### config.mk
export PLATFORM = sky130hd
export DESIGN_NAME = pecpw_ram
export DESIGN_NICKNAME = d
export VERILOG_FILES = /design/src/rtl/pecpw_ram.sv
export SDC_FILE = /design/constraint.sdc
export NUM_CORES = 1
export LEC_CHECK = 0
export ABC_AREA = 1
export BUFFER_PORTS_ARGS = -buffer_cell sky130_fd_sc_hd__buf_4
export CAP_MARGIN = 10
export CORE_MARGIN = 3
export CORE_UTILIZATION = 35
export DETAILED_ROUTE_END_ITERATION = 12
export PLACE_DENSITY = 0.49
export SYNTH_ARGS = -nofsm -noshare
export SYNTH_HDL_FRONTEND = slang
export SYNTH_SLANG_ARGS = --single-unit
### constraint.sdc
create_clock -name clk -period 2 [get_ports clk]
set_input_delay 0.4 -clock clk [delete_from_list [all_inputs] [get_ports clk]]
set_output_delay 0.4 -clock clk [all_outputs]
set_load 0.03 [all_outputs]
### src/rtl/pecpw_ram.sv
// Generic single-clock RAM with one write port and one registered read port.
module pecpw_ram #(
  parameter int WIDTH = 8,
  parameter int DEPTH = 128
) (
  input  logic                                  clk,
  input  logic                                  we,
  input  logic [(DEPTH > 1 ? $clog2(DEPTH) : 1)-1:0] waddr,
  input  logic [WIDTH-1:0]                      wdata,
  input  logic                                  re,
  input  logic [(DEPTH > 1 ? $clog2(DEPTH) : 1)-1:0] raddr,
  output logic [WIDTH-1:0]                      rdata
);

  logic [WIDTH-1:0] mem [DEPTH];

  always_ff @(posedge clk) begin
    if (we) begin
      mem[waddr] <= wdata;
    end
    if (re) begin
      rdata <= mem[raddr];
    end
  end

endmodule

Word level (Yosys, flattened, before mapping)
Memories as Yosys holds them, arrays and structs flattened. A register that Yosys moved wholly into a read port is not among the register bits.
Index checks and enable logic that the tools add are counted.
- mux-type cells: 2
- operators with widths (kind ; count):
    $mux 1 ; 2
- flip-flop bits (word level): 0
- bits in writable memories: 1024
- bits of input ports: 25
- word-level logic and storage cells: 3
- memories kept: 1
- memories (memory ; depth ; bits a word ; read ports ; clocked after memory_dff ; write ports ; RTL line ; RTL):
    mem ; 128 ; 8 ; 1 ; 1 ; 1 ; 15 ; logic [WIDTH-1:0] mem [DEPTH];

Logic depth before layout (Yosys ltp)
- depth after elaboration: 2
- depth in mapped cells: 14
- gate-level depth less buffers: 11

Worst setup path after synthesis
No wires, ideal clock.
- path type: input -> register
- start point: input we
- end point: memory mem[105][0], enable pin
- library setup time: 370 ps
- arrival: 1386 ps
- required time: 1630 ps
- setup slack: 244 ps
- cell stages on the path: 4
- path buffers: 2
- cells stage by stage: clkbuf_1 > nand2_1 > clkbuf_1 > nor2_1
- word-level cells in the longest chain between the ends: 2
- ends and longest elaborated chain (element ; RTL line ; RTL):
    start, declared ; 7 ; input logic we,
    $mux 1 ; 18 ; if (we) begin
    $mux 1 (implied by the code) ; 19 ; mem[waddr] <= wdata;
    end, declared ; 15 ;
No other way between the ends.

==> results.md <==
- Result of the run: complete, no violations
- Power per unit of standard cell area: 943.9 mW/mm^2
- Residual DRC count: 0
- Least-Margin Pin Slew: 0.5852 ns
- Total Nets Final: 3868
- Post-route setup TNS: 0 ns
- Number of max-capacitance violations reported: 0
- Fin crit share: 92.28%
- Switching share of total power: 22.74%
- Most frequent cell on the critical path: sky130_fd_sc_hd__nand2_1
- Number of cell instances on the worst register-to-register path: 10
- Highest clock rate: 541.9 MHz
- Post-synthesis sequential area ratio: 73.46%
- Data arrival time at the worst-slack endpoint: 2.28 ns
- Leakage power of the design: 18.26 nW
- Routed wl met2: 55170 microns
- Commonest cells after routing, fill and taps aside: sky130_fd_sc_hd__nand2_1 (1215), sky130_fd_sc_hd__edfxtp_1 (1032), sky130_fd_sc_hd__nand3_1 (931)
- Biggest fanout along the worst timing path: 1
- Number of antenna violations at the first check in global routing: 1
- Highest layer used for signal routing: met4
- Gp weighted congestion: 0.8232
- Via/cell ratio: 5.013
- Depth of the CTS H-tree: 3
- Clk pwr share: 42.6%
- Period minus WS final: 1.846 ns
- Initial standard-cell utilization of the core: 35.49%
- Vertical die dimension: 353.2 microns
- Number of slew-limit violations in the final report: 0
- Root buffer selected by CTS: sky130_fd_sc_hd__clkbuf_16
- Start-to-end type of the worst setup path: reg -> reg
- Slowest library cell on the worst path: sky130_fd_sc_hd__edfxtp_1
- TritonCTS sink count: 1032
- Synth area leader: sky130_fd_sc_hd__edfxtp_1
- Overflow left after global routing: 0
- Register clock-pin slew on the reported worst setup and hold paths: 0.06 ns
- Chain of cells forming the critical path: nand2_1 > nand3_1 > nand3_1 > nand3_1 > nand2_1 > nand2_1 > nand3_1 > nand2_1 > nand2_1 > nand2_1
- Area of combinational cells with multiple inputs: 0.009763 sq mm
- Share of cells above drive strength 1: 13.94%
- Vias in the first global route: 27.06k
- Crit path required time: 2.44 ns
- Filler Cells Inserted: 11.18k
- Cell types occupying the most area after synthesis: sky130_fd_sc_hd__edfxtp_1 (73%), sky130_fd_sc_hd__nand3_1 (11%), sky130_fd_sc_hd__nand2_1 (11%)
- Number of cells on the worst hold path: 1
- Kind of path behind the tightest hold check: in -> reg
- Kind of capture point of the worst setup path: register
- Detailed Routing Iterations Pass 1: 5
- Cell area after placement: 0.04677 sq mm
- Wire length on met3: 7548 microns
- All-layer global routing usage: 19.44%
- Maximum number of pins on one net before global-route repair: 52
- Number of cells on the critical path: 10
- CTS Hold Bufs: 0
- Warning count from the yosys run: 0
- Combinational fraction of design power: 7.1%
- Number of placed I/O pins: 33
- Buffer levels on the longest clock path: 3
- Combined area of all synthesized cells: 0.04218 sq mm
- Antenna Violating Nets Remaining: 0
- Die width: 353.2 microns
- Area of the die: 0.1247 sq mm
- Wire length of the first global-routing pass: 181900 microns
- Worst-case hold slack: 0.07920 ns
- Sequential cell area: 0.03099 sq mm
- Worst setup SP type: register
- Net Count, Synth: 3600
- Rel. slew slack: 60.99%
- Synthesized area per cell: 11.80 sq um
- Number of setup buffers added after CTS: 0
- Number of DRC markers after the initial detailed-route iteration: 2517
- Fin util: 42.34%
- RSZ-0062 raised after global routing: no
- Leading cell type in the layout, fill and taps excluded: sky130_fd_sc_hd__nand2_1
- Net switching component of the power: 0.01080 W
- Worst IR drop on VDD: 0.0006068 V
- Sequential group share of total power: 50.4%
- Length of routed wiring on met1: 57000 microns
- Num rows: 126
- Area growth from synthesis to layout: 19.32%
- Total detailed-routing wirelength: 122800 microns
- Final Skew: 0.03031 ns
- Cell-internal power: 0.03671 W
- Clk Latency, worst-skew pair: 0.70 ns
- CTS tree: done
- Final setup viols: 0
- Cells after Synth: 3575
- DR WL/cell: 22.17 microns
- Count of buffering cells on the critical path with inverters included: 0
- Number of buffer cells added on primary ports: 32
- Cells resized by post-CTS repair: 0
- Post-synth cell types: 13
- Num CTS Buffers: 108
- Dominant delay contributor by cell family on the critical path: simple AND/OR/NAND/NOR gates
- Core area: 0.1189 sq mm
- Delay contributed by the slowest stage of the critical path: 0.35 ns
- Half-perimeter wire length after detailed placement: 78770 microns
- Flops & latches, synth: 1032
- Vias after detailed routing: 27.77k
- Number of hold violations in the final report: 0
- Area fraction of the dominant cell type after synthesis: 73.46%
- Post-route standard cell area excluding fillers: 0.05033 sq mm
[per-layer routing]
metal | GRT usage [%] | vias to the layer above
li1 | - | 13160
met2 | 29.82 | 778
met3 | 3.264 | 171
met4 | 5.731 | 0
met5 | 0 | -
met1 | 28.36 | 13670
[sequential cells by signal, summed over array words and instances (netlist names)]
signal  count
mem      1024
rdata       8
[final cells by class]
cell class                 count  area share, %
sequential                  1032          61.57
multi-input combinational   2288          19.40
timing repair buffer         389          7.756
clock buffer                 138          5.762
tap                         1600          3.977
clock inverter                66          1.295
inverter                      24         0.2312
antenna                        3        0.01491
[cell families after synthesis]
logic type	count (synthesis)	synth area share [%]
flip-flops	1032	73.46
buffers and inverters	255	3.393
AND/OR/NAND/NOR	2288	23.14
[power groups by stage]
stage | sequential (W) | clock, W | combinational (W)
3_5_place_dp | 0.0244 | 0 | 0.00338
3_3_place_gp | 0.0244 | 0 | 0.00337
4_1_cts | 0.0239 | 0.0207 | 0.00339
5_1_grt | 0.0239 | 0.0215 | 0.00365
2_1_floorplan | 0.0244 | 0 | 0.00157
6_report | 0.0239 | 0.0202 | 0.00336
[synth_stat cells]
cell and count:
sky130_fd_sc_hd__buf_1 14, sky130_fd_sc_hd__buf_2 121, sky130_fd_sc_hd__buf_4 40, sky130_fd_sc_hd__buf_6 22, sky130_fd_sc_hd__clkbuf_1 34, sky130_fd_sc_hd__edfxtp_1 1032
sky130_fd_sc_hd__inv_1 21, sky130_fd_sc_hd__inv_2 2, sky130_fd_sc_hd__inv_8 1, sky130_fd_sc_hd__nand2_1 1215, sky130_fd_sc_hd__nand3_1 931, sky130_fd_sc_hd__nor2_1 134
sky130_fd_sc_hd__nor3_1 8
[path summary, 6_finish.rpt]
path | from | slack (ns) | to
hold reg to reg | mem[96][7] | 1.01 | rdata[7]
setup reg to reg | mem[3][1] | 0.15 | rdata[1]
setup / recovery | mem[3][1] | 0.15 | rdata[1]
hold / removal | re | 0.08 | rdata[4]
[through the flow]
step | power, W | instances | worst slack, ns
after floorplan | 0.02598 | 3575 | 0.2442
after global placement | 0.02775 | 5333 | -0.5066
after detailed placement | 0.02776 | 5333 | -0.5211
after CTS | 0.04798 | 5537 | 0.1621
after global routing | 0.04903 | 5537 | 0.07602
final | 0.04751 | 5540 | 0.1545
Power figures use the tool's default switching activity.
